## src/rtl/cauchy_weighted_brightness_unit_assert.svh

```systemverilog
// Assertion macros for the Cauchy weighted brightness unit.
// Plain text macros only; no dependencies.
`ifndef CAUCHY_WEIGHTED_BRIGHTNESS_UNIT_ASSERT_SVH
`define CAUCHY_WEIGHTED_BRIGHTNESS_UNIT_ASSERT_SVH

// Same-cycle implication under reset.
`define CWB_ASSERT_IMP(lbl, clk, rst_n, ante, cons) \
    lbl: assert property (@(posedge clk) disable iff (!rst_n) (ante) |-> (cons)) \
        else $error("cwb assertion failed");

// Next-cycle implication under reset.
`define CWB_ASSERT_NXT(lbl, clk, rst_n, ante, cons) \
    lbl: assert property (@(posedge clk) disable iff (!rst_n) (ante) |=> (cons)) \
        else $error("cwb assertion failed");

`endif

```

## src/rtl/cwb_pkg.sv

```systemverilog
// Shared widths, constants and types of the Cauchy weighted brightness unit.
// No dependencies.
package cwb_pkg;

    localparam int IN_W     = 24;
    localparam int OP_W     = 25;
    localparam int PROD_W   = 2 * OP_W;
    localparam int SCALE_W  = 48;
    localparam int PRIOR_W  = 23;
    localparam int SSE_W    = 49;
    localparam int DIV_W    = 51;
    localparam int W_W      = 17;
    localparam int WSUM_W   = 51;
    localparam int WTOT_W   = 27;
    localparam int OUT_W    = 23;
    localparam int CNT_W    = 5;
    localparam int NUM_CHANNELS = 4;
    localparam int MAX_CYCLES   = 1024;

    localparam logic [W_W-1:0]    W_ONE     = 17'h10000;
    localparam logic [CNT_W-1:0]  SQ_LAST   = 5'd3;
    localparam logic [CNT_W-1:0]  WDIV_LAST = 5'd16;
    localparam logic [CNT_W-1:0]  FDIV_LAST = 5'd23;
    localparam logic [OUT_W-1:0]  OUT_MAX   = {OUT_W{1'b1}};
    localparam logic [WTOT_W-1:0] WTOT_MAX  = {WTOT_W{1'b1}};
    localparam logic [WSUM_W-1:0] WSUM_MAX  = {1'b0, {(WSUM_W-1){1'b1}}};
    localparam logic [WSUM_W-1:0] WSUM_MIN  = {1'b1, {(WSUM_W-1){1'b0}}};

    typedef enum logic [3:0] {
        S_IDLE,
        S_SQ,
        S_SQSUM,
        S_DINIT,
        S_WDIV,
        S_WMUL,
        S_ACC,
        S_FINIT,
        S_FDIV,
        S_DONE
    } t_state;

    typedef struct packed {
        logic first;
        logic shift_in;
    } t_div_ctl;

endpackage

```

## src/rtl/cwb_mul.sv

```systemverilog
// Shared signed multiplier with registered product.
// Depends on cwb_pkg.
module cwb_mul
    import cwb_pkg::*;
(
    input  logic                     i_clk,
    input  logic signed [OP_W-1:0]   i_a,
    input  logic signed [OP_W-1:0]   i_b,
    output logic signed [PROD_W-1:0] o_p
);

    always_ff @(posedge i_clk) begin
        o_p <= i_a * i_b;
    end

endmodule

```

## src/rtl/cwb_divstep.sv

```systemverilog
// One restoring division step, shared by the weight and result divisions.
// Depends on cwb_pkg.
module cwb_divstep
    import cwb_pkg::*;
(
    input  logic [DIV_W-1:0] i_rem,
    input  logic [DIV_W-1:0] i_den,
    input  t_div_ctl         i_ctl,
    output logic [DIV_W-1:0] o_rem,
    output logic             o_ge
);

    logic [DIV_W-1:0] trial;

    always_comb begin
        trial = i_ctl.first ? i_rem : {i_rem[DIV_W-2:0], i_ctl.shift_in};
        o_ge  = (trial >= i_den);
        o_rem = o_ge ? (trial - i_den) : trial;
    end

endmodule

```

## src/rtl/cauchy_weighted_brightness_unit.sv

```systemverilog
// Top level of the Cauchy weighted brightness unit: sequencer and datapath.
// Depends on cwb_pkg, cwb_mul, cwb_divstep and the assertion macro header.
//
//  channel | direction | handshake           | words
//  input   | in        | i_valid / o_ready   | intensities, base, scale, prior, last
//  output  | out       | o_valid / i_ready   | brightness, was_clamped
//
// A new word is taken once the previous one is through its squares, weight division and sums.
// A last word then runs the final division, skipped when the sums are zero or negative and
// cut short on a saturated quotient. The pace is set by the shared compare-subtract unit:
// 17 steps for the weight, 24 for the final quotient, plus four squares on the shared multiplier.
// Reset is synchronous and clears the sequencer, the sums and the output valid.
// A pending result holds the sequencer in its final state; o_ready is high only in idle.
`include "cauchy_weighted_brightness_unit_assert.svh"

module cauchy_weighted_brightness_unit
    import cwb_pkg::*;
(
    input  logic                      i_clk,
    input  logic                      i_rst_n,
    input  logic                      i_valid,
    output logic                      o_ready,
    input  logic signed [IN_W-1:0]    i_intensity_0,
    input  logic signed [IN_W-1:0]    i_intensity_1,
    input  logic signed [IN_W-1:0]    i_intensity_2,
    input  logic signed [IN_W-1:0]    i_intensity_3,
    input  logic [1:0]                i_called_base,
    input  logic [SCALE_W-1:0]        i_scale,
    input  logic [PRIOR_W-1:0]        i_prior_brightness,
    input  logic                      i_last_cycle,
    output logic                      o_valid,
    input  logic                      i_ready,
    output logic [OUT_W-1:0]          o_brightness,
    output logic                      o_was_clamped
);

    t_state r_state, n_state;
    logic [CNT_W-1:0] r_cnt, n_cnt;

    logic signed [IN_W-1:0] r_x [NUM_CHANNELS];
    logic [1:0]             r_base;
    logic [SCALE_W-1:0]     r_scale;
    logic [PRIOR_W-1:0]     r_prior;
    logic                   r_last;

    logic [SSE_W-1:0]  r_sse, n_sse;
    logic [DIV_W-1:0]  r_rem, n_rem;
    logic [DIV_W-1:0]  r_den, n_den;
    logic [OUT_W-1:0]  r_q, n_q;
    logic [OUT_W-1:0]  r_low, n_low;
    logic [W_W-1:0]    r_w, n_w;
    logic              r_clamp, n_clamp;
    logic signed [WSUM_W-1:0] r_wsum, n_wsum;
    logic [WTOT_W-1:0] r_wtot, n_wtot;

    logic                     r_load;
    logic signed [OP_W-1:0]   mul_a, mul_b;
    logic signed [PROD_W-1:0] prod;
    t_div_ctl                 div_ctl;
    logic [DIV_W-1:0]         div_rem;
    logic                     div_ge;

    logic signed [IN_W-1:0]   x_sel, x_b;
    logic signed [OP_W-1:0]   v_sq;
    logic [W_W-1:0]           w_eff;
    logic signed [WSUM_W:0]   wsum_add;
    logic [WTOT_W:0]          wtot_add;
    logic                     accept;

    assign o_ready = (r_state == S_IDLE);
    assign accept  = i_valid && o_ready;
    assign r_load  = !o_valid || i_ready;

    cwb_mul u_mul (
        .i_clk (i_clk),
        .i_a   (mul_a),
        .i_b   (mul_b),
        .o_p   (prod)
    );

    cwb_divstep u_div (
        .i_rem (r_rem),
        .i_den (r_den),
        .i_ctl (div_ctl),
        .o_rem (div_rem),
        .o_ge  (div_ge)
    );

    always_comb begin
        x_sel = r_x[r_cnt[1:0]];
        x_b   = r_x[r_base];
        v_sq  = (r_cnt[1:0] == r_base)
              ? ({x_sel[IN_W-1], x_sel} - $signed({2'b00, r_prior}))
              : {x_sel[IN_W-1], x_sel};
        w_eff = (r_den == '0) ? W_ONE : r_q[W_W-1:0];
        wsum_add = {r_wsum[WSUM_W-1], r_wsum}
                 + {{(WSUM_W+1-PROD_W){prod[PROD_W-1]}}, prod};
        wtot_add = {1'b0, r_wtot} + {{(WTOT_W+1-W_W){1'b0}}, r_w};
    end

    // next state
    always_comb begin
        n_state = r_state;
        unique case (r_state)
            S_IDLE:  if (accept) n_state = S_SQ;
            S_SQ:    if (r_cnt == SQ_LAST) n_state = S_SQSUM;
            S_SQSUM: n_state = S_DINIT;
            S_DINIT: n_state = S_WDIV;
            S_WDIV:  if (r_cnt == WDIV_LAST) n_state = S_WMUL;
            S_WMUL:  n_state = S_ACC;
            S_ACC:   n_state = r_last ? S_FINIT : S_IDLE;
            S_FINIT: begin
                if (r_wtot == '0 || r_wsum[WSUM_W-1]) n_state = S_DONE;
                else n_state = S_FDIV;
            end
            S_FDIV: begin
                if ((r_cnt == '0 && div_ge) || r_cnt == FDIV_LAST) n_state = S_DONE;
            end
            S_DONE:  if (r_load) n_state = S_IDLE;
            default: n_state = S_IDLE;
        endcase
    end

    // datapath controls and next values
    always_comb begin
        mul_a   = '0;
        mul_b   = '0;
        div_ctl = '{first: (r_cnt == '0), shift_in: 1'b0};
        n_cnt   = r_cnt;
        n_sse   = r_sse;
        n_rem   = r_rem;
        n_den   = r_den;
        n_q     = r_q;
        n_low   = r_low;
        n_w     = r_w;
        n_clamp = r_clamp;
        n_wsum  = r_wsum;
        n_wtot  = r_wtot;
        unique case (r_state)
            S_IDLE: begin
                n_cnt = '0;
                n_sse = '0;
            end
            S_SQ: begin
                mul_a = v_sq;
                mul_b = v_sq;
                if (r_cnt != '0) n_sse = r_sse + prod[SSE_W-1:0];
                n_cnt = r_cnt + 1'b1;
            end
            S_SQSUM: begin
                n_sse = r_sse + prod[SSE_W-1:0];
            end
            S_DINIT: begin
                n_den = DIV_W'({2'b00, r_scale} + {1'b0, r_sse});
                n_rem = DIV_W'(r_scale);
                n_q   = '0;
                n_low = '0;
                n_cnt = '0;
            end
            S_WDIV: begin
                n_rem = div_rem;
                n_q   = {r_q[OUT_W-2:0], div_ge};
                n_cnt = r_cnt + 1'b1;
            end
            S_WMUL: begin
                mul_a = {x_b[IN_W-1], x_b};
                mul_b = $signed({{(OP_W-W_W){1'b0}}, w_eff});
                n_w   = w_eff;
            end
            S_ACC: begin
                if (!wsum_add[WSUM_W] && wsum_add[WSUM_W-1]) n_wsum = WSUM_MAX;
                else if (wsum_add[WSUM_W] && !wsum_add[WSUM_W-1]) n_wsum = WSUM_MIN;
                else n_wsum = wsum_add[WSUM_W-1:0];
                n_wtot = wtot_add[WTOT_W] ? WTOT_MAX : wtot_add[WTOT_W-1:0];
            end
            S_FINIT: begin
                n_q     = '0;
                n_clamp = (r_wtot != '0) && r_wsum[WSUM_W-1];
                n_rem   = DIV_W'(r_wsum[WSUM_W-2:OUT_W]);
                n_low   = r_wsum[OUT_W-1:0];
                n_den   = DIV_W'(r_wtot);
                n_cnt   = '0;
            end
            S_FDIV: begin
                div_ctl.shift_in = r_low[OUT_W-1];
                if (r_cnt != '0) n_low = {r_low[OUT_W-2:0], 1'b0};
                n_rem = div_rem;
                n_cnt = r_cnt + 1'b1;
                if (r_cnt == '0 && div_ge) n_q = OUT_MAX;
                else n_q = {r_q[OUT_W-2:0], div_ge};
            end
            S_DONE: begin
                if (r_load) begin
                    n_wsum = '0;
                    n_wtot = '0;
                end
            end
            default: ;
        endcase
    end

    always_ff @(posedge i_clk) begin
        if (!i_rst_n) begin
            r_state <= S_IDLE;
            r_cnt   <= '0;
            r_wsum  <= '0;
            r_wtot  <= '0;
            o_valid <= 1'b0;
        end else begin
            r_state <= n_state;
            r_cnt   <= n_cnt;
            r_wsum  <= n_wsum;
            r_wtot  <= n_wtot;
            if (r_state == S_DONE && r_load) o_valid <= 1'b1;
            else if (i_ready) o_valid <= 1'b0;
        end
    end

    always_ff @(posedge i_clk) begin
        if (accept) begin
            r_x[0]  <= i_intensity_0;
            r_x[1]  <= i_intensity_1;
            r_x[2]  <= i_intensity_2;
            r_x[3]  <= i_intensity_3;
            r_base  <= i_called_base;
            r_scale <= i_scale;
            r_prior <= i_prior_brightness;
            r_last  <= i_last_cycle;
        end
        r_sse   <= n_sse;
        r_rem   <= n_rem;
        r_den   <= n_den;
        r_q     <= n_q;
        r_low   <= n_low;
        r_w     <= n_w;
        r_clamp <= n_clamp;
        if (r_state == S_DONE && r_load) begin
            o_brightness  <= r_q;
            o_was_clamped <= r_clamp;
        end
    end

    `CWB_ASSERT_IMP(a_out_from_done, i_clk, i_rst_n, $rose(o_valid), $past(r_state == S_DONE))
    `CWB_ASSERT_IMP(a_weight_range, i_clk, i_rst_n, r_state == S_ACC, r_w <= W_ONE)
    `CWB_ASSERT_IMP(a_clamp_zero, i_clk, i_rst_n, o_valid && o_was_clamped, o_brightness == '0)
    `CWB_ASSERT_NXT(a_sums_cleared, i_clk, i_rst_n, r_state == S_DONE && r_load,
                    r_wsum == '0 && r_wtot == '0)

endmodule
```

## config.mk

```make
export PLATFORM = sky130hd
export DESIGN_NAME = cauchy_weighted_brightness_unit
export DESIGN_NICKNAME = d
export VERILOG_FILES = /design/src/rtl/cwb_pkg.sv /design/src/rtl/cwb_mul.sv /design/src/rtl/cwb_divstep.sv /design/src/rtl/cauchy_weighted_brightness_unit.sv
export VERILOG_INCLUDE_DIRS = /design/src /design/src/rtl
export SDC_FILE = /design/constraint.sdc
export NUM_CORES = 2
export LEC_CHECK = 0
export BUFFER_PORTS_ARGS = -buffer_cell sky130_fd_sc_hd__buf_4
export CORE_ASPECT_RATIO = 0.5
export CORE_MARGIN = 2
export CORE_UTILIZATION = 56
export CTS_CLUSTER_DIAMETER = 40
export CTS_CLUSTER_SIZE = 14
export DETAILED_ROUTE_END_ITERATION = 6
export PLACE_DENSITY = 0.83
export SLEW_MARGIN = 10
export SYNTH_ARGS = -nofsm -noshare
export SYNTH_HDL_FRONTEND = slang
export SYNTH_HIERARCHICAL = 1
export SYNTH_SLANG_ARGS = --single-unit
```

## constraint.sdc

```tcl
create_clock -name i_clk -period 24.8 [get_ports i_clk]
set_clock_uncertainty 0.15 [all_clocks]
set_input_delay 2.48 -clock i_clk [delete_from_list [all_inputs] [get_ports i_clk]]
set_output_delay 2.48 -clock i_clk [all_outputs]
set_load 0.01 [all_outputs]
```

==> results.json <==
{
  "status": "finished, final reports clean",
  "layout-drive-gt1-share": 0.0844,
  "path_max_fanout": 25,
  "die-area_um2": 106000,
  "syn_avg_cell_area_um2": 9.62,
  "drt_iter0_drc": 5009,
  "synth_seq_cells": 550,
  "yosysMostFrequentCell": "inv_1",
  "regToRegEndpoint": "u_mul/o_p[46]$_DFF_P_",
  "place_hpwl_um": 124000,
  "die_w_um": 459,
  "synth_area_leaders": "fa_1 23%, edfxtp_1 21%, ha_1 8.3%",
  "io_pins": 200,
  "fp.dieH_um": 231,
  "insertion_delay_ns": 0.66,
  "ys.flop_type": "edfxtp_1",
  "fin_hold_ws_ns": 0.265,
  "gp_congestion": 0.961,
  "grtUsageMet1": 0.408,
  "min_period_over_period": 0.463,
  "max_freq_mhz": 87.0,
  "p_int_mw": 4.07,
  "grt_pass1_wl_um": 251000,
  "crit_top_cell": "fa_1",
  "rrSetupSlack_ns": 13.31,
  "wl_per_cell_um": 21.3,
  "netlist.area_leader.share": 0.230,
  "synth_area_um2": 57900,
  "powerDensity_nw_per_um2": 130,
  "num_vias": 45300,
  "setup_tns_ns": 0,
  "antenna_found_initial": 5,
  "start_kind": "flip-flop",
  "cp.arrival_ns": 11.91,
  "met2_usage": 0.466,
  "worst_pin_slew_ns": 1.24,
  "synthCells": 6019,
  "ys_seq_area_frac": 0.261,
  "report.final.setup_viol": 0,
  "start_util": 0.565,
  "clock_sinks": 550,
  "holdPathEnd": "o_brightness[17]$_DFFE_PP_",
  "syn_nets": 7239,
  "crit_required_ns": 25.23,
  "numCtsBuffers": 59,
  "synth-async-reset-ratio": 0,
  "port_buffers": 199,
  "cts-hold-fix-buffers": 0,
  "dr.pass1.iters": 6,
  "ys_warn_count": 6,
  "vdd_drop_max_mv": 0.118,
  "end_kind": "flip-flop",
  "n_fill_cell": 8077,
  "rr_worst_depth": 37,
  "cp_slowest_cell": "dfxtp_2",
  "synth.distinct_cells": 98,
  "wl_um": 159000,
  "core_um2": 103000,
  "post-route-min-period_ns": 11.49,
  "overflow": 0,
  "min_path_cells": 0,
  "grt_pass1_vias": 45600,
  "slew-limit-headroom": 0.171,
  "power_frac_comb": 0.707,
  "final_nets": 7287,
  "critPathKind": "reg -> reg",
  "hp-start": "r_q[17]$_DFFE_PP_",
  "seq_power_share": 0.179,
  "cap_violations": 0,
  "ant_nets": 0,
  "grt_start_max_net_pins": 88,
  "rsz0062_at_grt": "false",
  "grt_busiest_layer": "met2",
  "synth_top_area_cell": "fa_1",
  "std_cell_rows": 83,
  "crit_path_max_incr_delay_ns": 0.92,
  "cts_root_buffer": "clkbuf_16",
  "finalHoldViolations": 0,
  "drc_errors": 0,
  "cts_setup_buffers": 0,
  "power_switching_mw": 4.09,
  "grt.total_usage": 0.300,
  "p_clk_frac": 0.113,
  "htreeDepth": 2,
  "p_sw_frac": 0.501,
  "clk_pin_slew_ns": 0.07,
  "gr-usage-met3": 0.0855,
  "synth_edf_count": 408,
  "tritoncts": "done",
  "syn2layout_area_growth_pct": 8.10,
  "vias_per_cell": 6.05,
  "min_path_type": "reg -> reg",
  "p_leak_nw": 29.0,
  "synth.top_cells.by_count": "835 x inv_1, 664 x fa_1, 654 x nand2_1",
  "cts.repair.resized": 0,
  "maxSlewViolCount": 0,
  "clock_path_buffers": 3
}
[how the worst max path moves through the flow]
stage                                  endpoint       from  slack, ns  depth (start not counted)
after floorplan           u_mul/o_p[46]$_DFF_P_  flip-flop      14.14                         40
after global placement    u_mul/o_p[47]$_DFF_P_  flip-flop      13.66                         39
after detailed placement  u_mul/o_p[47]$_DFF_P_  flip-flop      13.37                         41
after CTS                 u_mul/o_p[47]$_DFF_P_  flip-flop      13.34                         38
after global routing      u_mul/o_p[47]$_DFF_P_  flip-flop      12.63                         38
final                     u_mul/o_p[46]$_DFF_P_  flip-flop      13.31                         37
[logic make-up (layout without fill, tap and decap cells)]
family	after synthesis	in the layout	synth area share
buffers and inverters	1113	1207	0.0736
muxes	134	134	0.0352
DFF	550	550	0.261
other	1	5	0.0000648
adders and majority gates	1046	1046	0.312
and+or+nand+nor	1747	1747	0.146
AOI/OAI and AO/OA	1163	1163	0.133
xor gates and xnor gates	265	265	0.0401
[per-stage QoR]
stage                     utilization  power [mW]  setup slack [ns]  instances  cell area, µm²
final                           0.611        8.16             13.31       7477           62600
after global routing            0.611        8.84             12.63       7476           62600
after CTS                       0.611        8.04             13.34       7473           62600
after detailed placement        0.591        7.09             13.37       7366           60500
after global placement          0.591        6.90             13.66       7366           60500
after floorplan                     -        5.66             14.14       6019           57900
[sequential cells by signal (all words and copies together) (netlist names), named ones only]
signal / count
r_low: 23
r_scale: 48
o_brightness: 23
r_wtot: 27
r_clamp: 1
r_w: 17
r_prior: 23
r_den: 50
r_rem: 51
o_was_clamped: 1
r_wsum: 51
r_q: 23
r_last: 1
u_mul/o_p: 50
r_base: 2
o_valid: 1
r_sse: 49
r_cnt: 5
r_x: 96
r_state: 4
[power by group through the flow]
stage                     sequential (mW)  clock, mW  combinational, mW
after floorplan                      1.37          0               4.29
after global placement               1.46          0               5.44
after detailed placement             1.47          0               5.62
after CTS                            1.45      0.931               5.65
after global routing                 1.47      0.968               6.40
final                                1.46      0.924               5.77
[critical path, delay by kind of cell, from the launching register on]
kind | cells | cell delay, ns
adders and majority gates | 10 | 4.07
AOI/OAI and AO/OA | 12 | 2.99
and+or+nand+nor | 7 | 1.95
DFF | 1 | 0.92
muxes | 2 | 0.83
buffers and inverters | 5 | 0.34
xor gates and xnor gates | 1 | 0.15
[area by class of cell]
class / instances / area, µm² / area share
multi-input cells: 4356 / 38600 / 0.617
diodes: 4 / 10.0 / 0.000160
clock inverters: 33 / 449 / 0.00718
clock buffers: 74 / 1590 / 0.0253
inverters: 837 / 3150 / 0.0503
repair buffers: 263 / 1970 / 0.0315
flip-flops and latches: 550 / 15100 / 0.241
well taps: 1360 / 1700 / 0.0272
[metal layers]
metal / wire length [µm] / vias up
li1: - / 20300
met1: 64200 / 22100
met2: 69800 / 2426
met3: 19700 / 373
met4: 5190 / 2
met5: 67 / -
[cells in the final DEF, fill, tap and decap left out, types with 140 or more instances in the layout]
cell type	netlist	layout
a21oi_1	354	352
ha_1	382	382
inv_1	835	832
o21ai_0	159	153
nand2_1	654	654
fa_1	664	664
edfxtp_1	408	408
buf_4	8	263
dfxtp_1	142	140
and2_1	349	349
xnor2_1	167	167
a21o_1	176	176
nor2_1	315	312
Power figures use the tool's default switching activity.
